==> config.mk <==
export PLATFORM = sky130hd
export DESIGN_NAME = primitive_to_triangle_assembly
export DESIGN_NICKNAME = d
export VERILOG_FILES = /design/src/rtl/pta_pkg.sv /design/src/rtl/pta_front.sv /design/src/rtl/pta_queue.sv /design/src/rtl/pta_back.sv /design/src/rtl/primitive_to_triangle_assembly.sv
export SDC_FILE = /design/constraint.sdc
export NUM_CORES = 1
export LEC_CHECK = 0
export ABC_AREA = 1
export ABC_CLOCK_PERIOD_IN_PS = 18700
export BUFFER_PORTS_ARGS = -buffer_cell sky130_fd_sc_hd__clkbuf_2
export CAP_MARGIN = 20
export CORE_MARGIN = 2
export CORE_UTILIZATION = 45
export DETAILED_ROUTE_END_ITERATION = 12
export PLACE_DENSITY_LB_ADDON = 0.08
export SETUP_SLACK_MARGIN = 0.1
export SYNTH_ARGS = -nofsm -noshare
export SYNTH_HDL_FRONTEND = slang
export SYNTH_HIERARCHICAL = 1
export SYNTH_SLANG_ARGS = --single-unit
==> constraint.sdc <==
create_clock -name aclk -period 18.7 [get_ports aclk]
set_input_delay 3.74 -clock aclk [delete_from_list [all_inputs] [get_ports aclk]]
set_output_delay 3.74 -clock aclk [all_outputs]
set_load 0.01 [all_outputs]
==> src/rtl/pta_pkg.sv <==
// Shared types and constants for the primitive-to-triangle assembly block.
// Used by pta_front, pta_queue, pta_back and primitive_to_triangle_assembly.
// No dependencies.
package pta_pkg;

    // Significant bits of a vertex index (the port width stays at FIELD_WIDTH)
    localparam int IDX_WIDTH   = 32;
    localparam int FIELD_WIDTH = 32;

    // Command queue between front and back
    localparam int QUEUE_DEPTH = 4;
    localparam int QPTR_WIDTH  = $clog2(QUEUE_DEPTH);
    localparam int QCNT_WIDTH  = $clog2(QUEUE_DEPTH + 1);

    typedef logic [IDX_WIDTH-1:0] idx_t;

    // Assembly modes
    typedef enum logic [1:0] {
        MODE_LIST  = 2'd0,
        MODE_STRIP = 2'd1,
        MODE_QUAD  = 2'd2
    } mode_t;

    // Mode code that a configuration write may carry but that is refused
    localparam logic [1:0] MODE_REFUSED = 2'd3;

    // Position codes within a group
    localparam logic [1:0] PHASE_FIRST = 2'd0;
    localparam logic [1:0] PHASE_THIRD = 2'd2;
    localparam logic [1:0] PHASE_LAST  = 2'd3;

    // One queued command: a single triangle (w0,w1,w2), or a quad that
    // splits into (w0,w1,w2) and (w0,w2,w3)
    typedef struct packed {
        idx_t w0;
        idx_t w1;
        idx_t w2;
        idx_t w3;
        logic quad;
    } entry_t;

    // Queue status seen by front and back
    typedef struct packed {
        logic full;
        logic empty;
    } q_status_t;

endpackage

==> src/rtl/pta_front.sv <==
// Front end: accepts index requests and configuration writes, keeps the run
// state and turns each closed group or window into a queue command.
// Depends on pta_pkg.
module pta_front (
    input  logic                            aclk,
    input  logic                            aresetn,
    // index channel
    input  logic                            s_valid,
    output logic                            s_ready,
    input  logic [pta_pkg::FIELD_WIDTH-1:0] s_vertex_index,
    input  logic                            s_list_end,
    // configuration channel
    input  logic                            cfg_valid,
    output logic                            cfg_ready,
    input  logic [1:0]                      cfg_primitive_mode,
    // queue side
    input  pta_pkg::q_status_t              q_stat,
    output logic                            q_push,
    output pta_pkg::entry_t                 q_push_data
);

    pta_pkg::mode_t mode_reg, mode_next;
    logic [1:0]     phase_reg, phase_next;
    logic           filled_reg, filled_next;
    pta_pkg::idx_t  h0_reg, h0_next;
    pta_pkg::idx_t  h1_reg, h1_next;
    pta_pkg::idx_t  h2_reg, h2_next;

    pta_pkg::idx_t  v;
    logic           item_acc;
    logic           emit;
    logic           degenerate;

    assign cfg_ready = 1'b1;
    // index requests wait while a configuration request is taken
    assign s_ready   = !q_stat.full && !cfg_valid;
    assign item_acc  = s_valid && s_ready;
    assign v         = s_vertex_index[pta_pkg::IDX_WIDTH-1:0];
    assign degenerate = (h0_reg == h1_reg) || (h1_reg == v) || (h0_reg == v);

    // control registers
    always_ff @(posedge aclk) begin
        if (!aresetn) begin
            mode_reg   <= pta_pkg::MODE_LIST;
            phase_reg  <= pta_pkg::PHASE_FIRST;
            filled_reg <= 1'b0;
        end else begin
            mode_reg   <= mode_next;
            phase_reg  <= phase_next;
            filled_reg <= filled_next;
        end
    end

    // held indices (only read once written within a run)
    always_ff @(posedge aclk) begin
        h0_reg <= h0_next;
        h1_reg <= h1_next;
        h2_reg <= h2_next;
    end

    // classify the incoming index
    always_comb begin
        mode_next   = mode_reg;
        phase_next  = phase_reg;
        filled_next = filled_reg;
        h0_next     = h0_reg;
        h1_next     = h1_reg;
        h2_next     = h2_reg;
        emit        = 1'b0;
        q_push_data = '{w0: h0_reg, w1: h1_reg, w2: v, w3: v, quad: 1'b0};

        if (cfg_valid) begin
            // refused code leaves everything as it is
            if (cfg_primitive_mode != pta_pkg::MODE_REFUSED) begin
                mode_next   = pta_pkg::mode_t'(cfg_primitive_mode);
                phase_next  = pta_pkg::PHASE_FIRST;
                filled_next = 1'b0;
            end
        end else if (item_acc) begin
            case (mode_reg)
                pta_pkg::MODE_LIST: begin
                    if (phase_reg >= pta_pkg::PHASE_THIRD) begin
                        emit       = 1'b1;
                        phase_next = pta_pkg::PHASE_FIRST;
                    end else begin
                        if (phase_reg == pta_pkg::PHASE_FIRST) h0_next = v;
                        else h1_next = v;
                        phase_next = phase_reg + 2'd1;
                    end
                end
                pta_pkg::MODE_STRIP: begin
                    if (filled_reg) begin
                        emit = !degenerate;
                        // odd window start swaps the last two corners
                        if (phase_reg[0]) begin
                            q_push_data.w1 = v;
                            q_push_data.w2 = h1_reg;
                        end
                        h0_next = h1_reg;
                        h1_next = v;
                    end else if (phase_reg == pta_pkg::PHASE_FIRST) begin
                        h0_next = v;
                    end else begin
                        h1_next     = v;
                        filled_next = 1'b1;
                    end
                    phase_next = phase_reg + 2'd1;
                end
                pta_pkg::MODE_QUAD: begin
                    if (phase_reg == pta_pkg::PHASE_LAST) begin
                        emit        = 1'b1;
                        q_push_data = '{w0: h0_reg, w1: h1_reg, w2: h2_reg, w3: v,
                                        quad: 1'b1};
                        phase_next  = pta_pkg::PHASE_FIRST;
                    end else begin
                        case (phase_reg)
                            pta_pkg::PHASE_FIRST: h0_next = v;
                            pta_pkg::PHASE_THIRD: h2_next = v;
                            default:              h1_next = v;
                        endcase
                        phase_next = phase_reg + 2'd1;
                    end
                end
                default: begin
                    phase_next = phase_reg;
                end
            endcase

            // list end drops any partial group
            if (s_list_end) begin
                phase_next  = pta_pkg::PHASE_FIRST;
                filled_next = 1'b0;
            end
        end
    end

    assign q_push = item_acc && !cfg_valid && emit;

endmodule

==> src/rtl/pta_queue.sv <==
// Small command queue between front and back, built from registers.
// Depends on pta_pkg.
module pta_queue (
    input  logic               aclk,
    input  logic               aresetn,
    input  logic               push,
    input  pta_pkg::entry_t    push_data,
    input  logic               pop,
    output pta_pkg::entry_t    pop_data,
    output pta_pkg::q_status_t stat
);

    pta_pkg::entry_t                 slot_reg [pta_pkg::QUEUE_DEPTH];
    logic [pta_pkg::QPTR_WIDTH-1:0]  wr_ptr_reg, wr_ptr_next;
    logic [pta_pkg::QPTR_WIDTH-1:0]  rd_ptr_reg, rd_ptr_next;
    logic [pta_pkg::QCNT_WIDTH-1:0]  count_reg, count_next;
    logic                            do_push;
    logic                            do_pop;

    assign stat.full  = (count_reg == pta_pkg::QCNT_WIDTH'(pta_pkg::QUEUE_DEPTH));
    assign stat.empty = (count_reg == '0);
    assign do_push    = push && !stat.full;
    assign do_pop     = pop && !stat.empty;
    assign pop_data   = slot_reg[rd_ptr_reg];

    // pointer and count update
    always_comb begin
        wr_ptr_next = wr_ptr_reg;
        rd_ptr_next = rd_ptr_reg;
        count_next  = count_reg;
        if (do_push) begin
            wr_ptr_next = (wr_ptr_reg == pta_pkg::QPTR_WIDTH'(pta_pkg::QUEUE_DEPTH - 1))
                          ? '0 : wr_ptr_reg + 1'b1;
        end
        if (do_pop) begin
            rd_ptr_next = (rd_ptr_reg == pta_pkg::QPTR_WIDTH'(pta_pkg::QUEUE_DEPTH - 1))
                          ? '0 : rd_ptr_reg + 1'b1;
        end
        case ({do_push, do_pop})
            2'b10:   count_next = count_reg + 1'b1;
            2'b01:   count_next = count_reg - 1'b1;
            default: count_next = count_reg;
        endcase
    end

    always_ff @(posedge aclk) begin
        if (!aresetn) begin
            wr_ptr_reg <= '0;
            rd_ptr_reg <= '0;
            count_reg  <= '0;
        end else begin
            wr_ptr_reg <= wr_ptr_next;
            rd_ptr_reg <= rd_ptr_next;
            count_reg  <= count_next;
        end
    end

    // storage
    always_ff @(posedge aclk) begin
        if (do_push) begin
            slot_reg[wr_ptr_reg] <= push_data;
        end
    end

endmodule

==> src/rtl/pta_back.sv <==
// Back end: pops queue commands and drives the triangle channel through an
// output register; quad commands are sent as two triangles.
// Depends on pta_pkg.
module pta_back (
    input  logic                            aclk,
    input  logic                            aresetn,
    input  pta_pkg::q_status_t              q_stat,
    input  pta_pkg::entry_t                 q_pop_data,
    output logic                            q_pop,
    output logic                            m_valid,
    input  logic                            m_ready,
    output logic [pta_pkg::FIELD_WIDTH-1:0] m_corner_a,
    output logic [pta_pkg::FIELD_WIDTH-1:0] m_corner_b,
    output logic [pta_pkg::FIELD_WIDTH-1:0] m_corner_c,
    output logic                            m_last_of_run
);

    logic          valid_reg, valid_next;
    logic          pend_reg, pend_next;
    pta_pkg::idx_t a_reg, a_next;
    pta_pkg::idx_t b_reg, b_next;
    pta_pkg::idx_t c_reg, c_next;
    logic          last_reg, last_next;
    // second half of a quad: (w0, w2, w3)
    pta_pkg::idx_t pa_reg, pa_next;
    pta_pkg::idx_t pb_reg, pb_next;
    pta_pkg::idx_t pc_reg, pc_next;
    logic          out_free;

    assign out_free = !valid_reg || m_ready;

    always_comb begin
        valid_next = valid_reg;
        pend_next  = pend_reg;
        a_next     = a_reg;
        b_next     = b_reg;
        c_next     = c_reg;
        last_next  = last_reg;
        pa_next    = pa_reg;
        pb_next    = pb_reg;
        pc_next    = pc_reg;
        q_pop      = 1'b0;
        if (out_free) begin
            if (pend_reg) begin
                a_next     = pa_reg;
                b_next     = pb_reg;
                c_next     = pc_reg;
                last_next  = 1'b1;
                pend_next  = 1'b0;
                valid_next = 1'b1;
            end else if (!q_stat.empty) begin
                q_pop      = 1'b1;
                a_next     = q_pop_data.w0;
                b_next     = q_pop_data.w1;
                c_next     = q_pop_data.w2;
                last_next  = !q_pop_data.quad;
                pend_next  = q_pop_data.quad;
                pa_next    = q_pop_data.w0;
                pb_next    = q_pop_data.w2;
                pc_next    = q_pop_data.w3;
                valid_next = 1'b1;
            end else begin
                valid_next = 1'b0;
            end
        end
    end

    always_ff @(posedge aclk) begin
        if (!aresetn) begin
            valid_reg <= 1'b0;
            pend_reg  <= 1'b0;
        end else begin
            valid_reg <= valid_next;
            pend_reg  <= pend_next;
        end
    end

    always_ff @(posedge aclk) begin
        a_reg    <= a_next;
        b_reg    <= b_next;
        c_reg    <= c_next;
        last_reg <= last_next;
        pa_reg   <= pa_next;
        pb_reg   <= pb_next;
        pc_reg   <= pc_next;
    end

    assign m_valid       = valid_reg;
    assign m_corner_a    = pta_pkg::FIELD_WIDTH'(a_reg);
    assign m_corner_b    = pta_pkg::FIELD_WIDTH'(b_reg);
    assign m_corner_c    = pta_pkg::FIELD_WIDTH'(c_reg);
    assign m_last_of_run = last_reg;

endmodule

==> src/rtl/primitive_to_triangle_assembly.sv <==
// Top level of the primitive-to-triangle assembly block.
// Depends on pta_pkg, pta_front, pta_queue and pta_back.
//
// Usage:
//   s_ channel: one vertex index per request, s_list_end on the last index
//   of a list. m_ channel: one triangle per request (three corners), with
//   m_last_of_run high on the final triangle that an index produced.
//   cfg channel: writes the assembly mode (0 list, 1 strip, 2 quads); code 3
//   is ignored. cfg_ready is always high and s_ready is held low during a
//   configuration request; write only while the block is idle.
//   Throughput: one index per cycle while s_ready is high. A quad index yields
//   two triangles, which leave the output register one after the other, so
//   closing quad indices drain more slowly than they can be taken; the
//   four-entry command queue absorbs short bursts before s_ready drops.
//   Pipeline: two register stages; the queue takes the closing index at the
//   edge that accepts it, and the output register loads it from the queue
//   once the register is free, which raises m_valid.
//   Reset (aresetn low, synchronous): mode returns to triangle list, run
//   state and queue clear, m_valid drops.
//   Receiver stall: the output register holds its triangle; the queue fills
//   and then s_ready goes low until the receiver resumes.
module primitive_to_triangle_assembly (
    input  logic                            aclk,
    input  logic                            aresetn,
    input  logic                            s_valid,
    output logic                            s_ready,
    input  logic [pta_pkg::FIELD_WIDTH-1:0] s_vertex_index,
    input  logic                            s_list_end,
    input  logic                            cfg_valid,
    output logic                            cfg_ready,
    input  logic [1:0]                      cfg_primitive_mode,
    output logic                            m_valid,
    input  logic                            m_ready,
    output logic [pta_pkg::FIELD_WIDTH-1:0] m_corner_a,
    output logic [pta_pkg::FIELD_WIDTH-1:0] m_corner_b,
    output logic [pta_pkg::FIELD_WIDTH-1:0] m_corner_c,
    output logic                            m_last_of_run
);

    pta_pkg::q_status_t q_stat;
    pta_pkg::entry_t    q_push_data;
    pta_pkg::entry_t    q_pop_data;
    logic               q_push;
    logic               q_pop;

    pta_front u_front (
        .aclk               (aclk),
        .aresetn            (aresetn),
        .s_valid            (s_valid),
        .s_ready            (s_ready),
        .s_vertex_index     (s_vertex_index),
        .s_list_end         (s_list_end),
        .cfg_valid          (cfg_valid),
        .cfg_ready          (cfg_ready),
        .cfg_primitive_mode (cfg_primitive_mode),
        .q_stat             (q_stat),
        .q_push             (q_push),
        .q_push_data        (q_push_data)
    );

    pta_queue u_queue (
        .aclk      (aclk),
        .aresetn   (aresetn),
        .push      (q_push),
        .push_data (q_push_data),
        .pop       (q_pop),
        .pop_data  (q_pop_data),
        .stat      (q_stat)
    );

    pta_back u_back (
        .aclk          (aclk),
        .aresetn       (aresetn),
        .q_stat        (q_stat),
        .q_pop_data    (q_pop_data),
        .q_pop         (q_pop),
        .m_valid       (m_valid),
        .m_ready       (m_ready),
        .m_corner_a    (m_corner_a),
        .m_corner_b    (m_corner_b),
        .m_corner_c    (m_corner_c),
        .m_last_of_run (m_last_of_run)
    );

    // front never pushes into a full queue
    assert property (@(posedge aclk) disable iff (!aresetn) !(q_push && q_stat.full))
        else $error("command pushed into full queue");

    // back never pops an empty queue
    assert property (@(posedge aclk) disable iff (!aresetn) !(q_pop && q_stat.empty))
        else $error("command popped from empty queue");

    // first half of a quad is always followed by its second half
    assert property (@(posedge aclk) disable iff (!aresetn)
        (m_valid && !m_last_of_run) |=> m_valid)
        else $error("quad second triangle missing");

    // a new triangle after the first half of a quad must close the run
    assert property (@(posedge aclk) disable iff (!aresetn)
        (m_valid && m_ready && !m_last_of_run) |=> m_last_of_run)
        else $error("quad second triangle not marked last");

endmodule

==> impl_metrics.csv <==
group,metric,value,unit
status,status,"finished clean",
cts,cts-htree-levels,3,
sta,finalSetupTns,0,ps
worst_setup_path,path_class,"in -> out",
synthesis,yosysWarnings,6,
synthesis,syn_area,33930,um^2
detailed_routing,drtPass1Iterations,5,
cts,cts_resized,0,
grt,grt_max_degree,189,
worst_setup_path,r2r_cells,10,
grt,overflow,0,
place,io_buffer_count,138,
grt,track_usage,23.25,%
worst_setup_path,setup.worst_path.end,"s_ready",
place,dp_hpwl,50.68,mm
cts,postCtsSetupBuffers,0,
worst_setup_path,regToRegSetupSlack,15060,ps
detailed_routing,antenna_left,0,
detailed_routing,routed.top_layer,"met5",
grt,grt_pass1_wl,134.7,mm
detailed_routing,route.detailed.drc,0,
sta,fin_crit,7993,ps
synthesis,synth_async_sr_flop_share,0,%
worst_setup_path,crit_chain,"clkbuf_2, nor2_8, clkbuf_2",
die,ioPinCount,140,
worst_setup_path,critical_path_depth,3,
synthesis,synth_top_area_cell,"edfxtp_1",
worst_setup_path,cp-start-kind,"primary input",
finish,drive_gt1_share,11.33,%
sta,slew_violations,0,
cts,insertion_delay,630,ps
detailed_routing,dr_wl_met2,42.87,mm
worst_setup_path,r2r_end,"u_queue/slot_reg[1][127]",
detailed_routing,drt_wl_total,91.02,mm
synthesis,ys_types,39,
synthesis,synth-seq-cells,821,
sta,rsz0062_at_grt,"false",
sta,fin_skew,25.76,ps
synthesis,synth_nets,2852,
flow_run,cap_violations,0,
detailed_routing,detail_route.wl_per_cell,23.30,um
worst_setup_path,critPathTopFamily,"buffers and inverters",
worst_setup_path,crit_top_cell,"clkbuf_2",
cts,clkTransAtPathRegs,60,ps
power_and_ir_drop,p_leak,13.52,nW
synthesis,synth_edf_count,805,
die,std_cell_rows,100,
finish,diodes,0,
synthesis,synth_area_leaders,"edfxtp_1 71%, nand2_1 7.0%, nor2_1 4.2%, o21ai_0 3.6%, o22ai_1 3.6%",
synthesis,synthCells,2796,
detailed_routing,vias_per_cell,5.604,
power_and_ir_drop,worst_ir_drop_vdd,0.07042,mV
sta,relSlewSlack,18.77,%
synthesis,ys_seq_area_share,72.18,%
grt,antenna_found_initial,7,
power_and_ir_drop,cellPowerDensity,101.0,nW/um^2
die,die_w,278.6,um
synthesis,synth_top_area_share,71.24,%
synthesis,yosysMostFrequentCell,"edfxtp_1",
worst_setup_path,slowest_delay,210,ps
detailed_routing,met1Wirelength,39.51,mm
worst_setup_path,cp.arrival,4250,ps
die,dieArea,77620,um^2
cts,cts_hold_buf,0,
cts,clockBufferDepth,3,
sta,max_slew.worst_pin.slew,1218,ps
detailed_routing,drt_iter0_markers,2048,
sta,hold_viol,0,
worst_setup_path,path_buf_inv,2,
detailed_routing,met3WireLength,6.744,mm
worst_hold_path,hp-class,"reg -> reg",
cts,cts_tree,"built",
synthesis,synthTopCellsByCount,"805 x edfxtp_1, 633 x nand2_1, 379 x nor2_1",
finish,finalNetCount,2932,
synthesis,synth-main-ff-cell,"edfxtp_1",
die,core,74570,um^2
finish,largest_reg_flops,516,
finish,fill_cells,6495,
worst_setup_path,r2r_start,"u_front/mode_reg[1]",
worst_setup_path,crit_start,"cfg_valid",
worst_setup_path,cp_slowest_cell,"clkbuf_2",
detailed_routing,vias,21890,
worst_setup_path,critPathCaptureType,"output port",
place,place_congestion,0.8492,
sta,fmax,125.1,MHz
synthesis,avgSynthCellArea,12.14,um^2
die,die_y,278.6,um
worst_setup_path,worstPathMaxFanout,9,
cts,cts_buffers,85,
die,start_util,45.50,%
worst_setup_path,required,14960,ps
sta,finalCritPeriodShare,42.74,%
finish,syn_to_final_growth,11.04,%
cts,cts_root_buffer,"clkbuf_16",
sta,finalSetupViolCount,0,
grt,grt_pass1_vias,21610,
power_and_ir_drop,total_power,3.805,mW
cts,cts_sinks,821,
-- through the flow --
stage               util (%)  setup WS [ps]  hold slack (ps)  std cells  cell area (um^2)
floorplan                  -           6799            482.7       2796             33930
global placement       47.01          10720            498.5       3757             35060
detailed placement     47.01          10700            503.8       3757             35060
global route           50.53          10670            542.8       3907             37680
finish                 50.53          10710            513.2       3907             37680
CTS                    50.52          10700            511.9       3906             37670
-- worst min-delay path, cell delays in order, from the launching register on --
cell      delay [ps]
edfxtp_1         320
nand2_1           50
nand2_1           50
-- cells in the final DEF, fill, tap and decap left out, drive strengths merged, types with 2 or more instances in the layout --
cell type,instances
nand3,5
a21oi,16
buf,28
or2,3
edfxtp,805
o22ai,193
o221ai,32
nor2,383
a211oi,2
nand2,636
xor2,21
ha,15
inv,140
clkbuf,246
bufinv,6
o21ai,344
clkinv,33
dfxtp,16
nor3,4
clkinvlp,2
-- routing by layer --
| metal | GRT usage (%) | up-vias |
|---|---|---|
| met2 | 37.74 | 735 |
| met1 | 32.18 | 10960 |
| met4 | 6.093 | 10 |
| li1 | - | 10040 |
| met3 | 4.592 | 148 |
| met5 | 0 | - |
-- cell type report --
class                           count  area, um^2  share of cell area, %
Inverter                          140       541.8                  1.438
Sequential cell                   821       24500                  65.04
Clock buffer                      108        2256                  5.987
Clock inverter                     41       356.6                 0.9464
Multi-Input combinational cell   1662        7844                  20.82
Timing Repair Buffer              166       963.4                  2.557
Tap cell                          969        1212                  3.218
-- worst min path at each step --
stage	to	startpoint	cells past startpoint	slack, ps
after floorplan	register	u_queue/rd_ptr_reg[1]	2	480
after global placement	register	u_queue/rd_ptr_reg[1]	2	500
after detailed placement	register	u_queue/rd_ptr_reg[1]	2	500
after CTS	u_back/m_corner_c[12]	u_back/pc_reg[12]	2	510
after global routing	u_back/m_corner_a[31]	u_back/pa_reg[31]	2	540
final	u_back/m_corner_c[12]	u_back/pc_reg[12]	2	510
-- power breakdown --
group | switching, mW | total (mW) | internal (mW)
combinational | 0.0972 | 0.132 | 0.0351
sequential | 0.0171 | 2.06 | 2.04
clock | 0.683 | 1.62 | 0.933
total | 0.798 | 3.80 | 3.01
-- cell families (layout without fill, tap and decap cells) --
logic type / Yosys count / after routing / share of synthesized area, %
AO/OA/AOI/OAI: 590 / 590 / 10.08
XOR/XNOR: 21 / 21 / 0.5420
adder cells (fa/ha/maj): 16 / 16 / 0.6121
buffers and inverters: 313 / 455 / 4.867
flip-flops: 821 / 821 / 72.18
other: 1 / 1 / 0.01105
AND/OR/NAND/NOR: 1034 / 1034 / 11.71
Power figures use the tool's default switching activity.
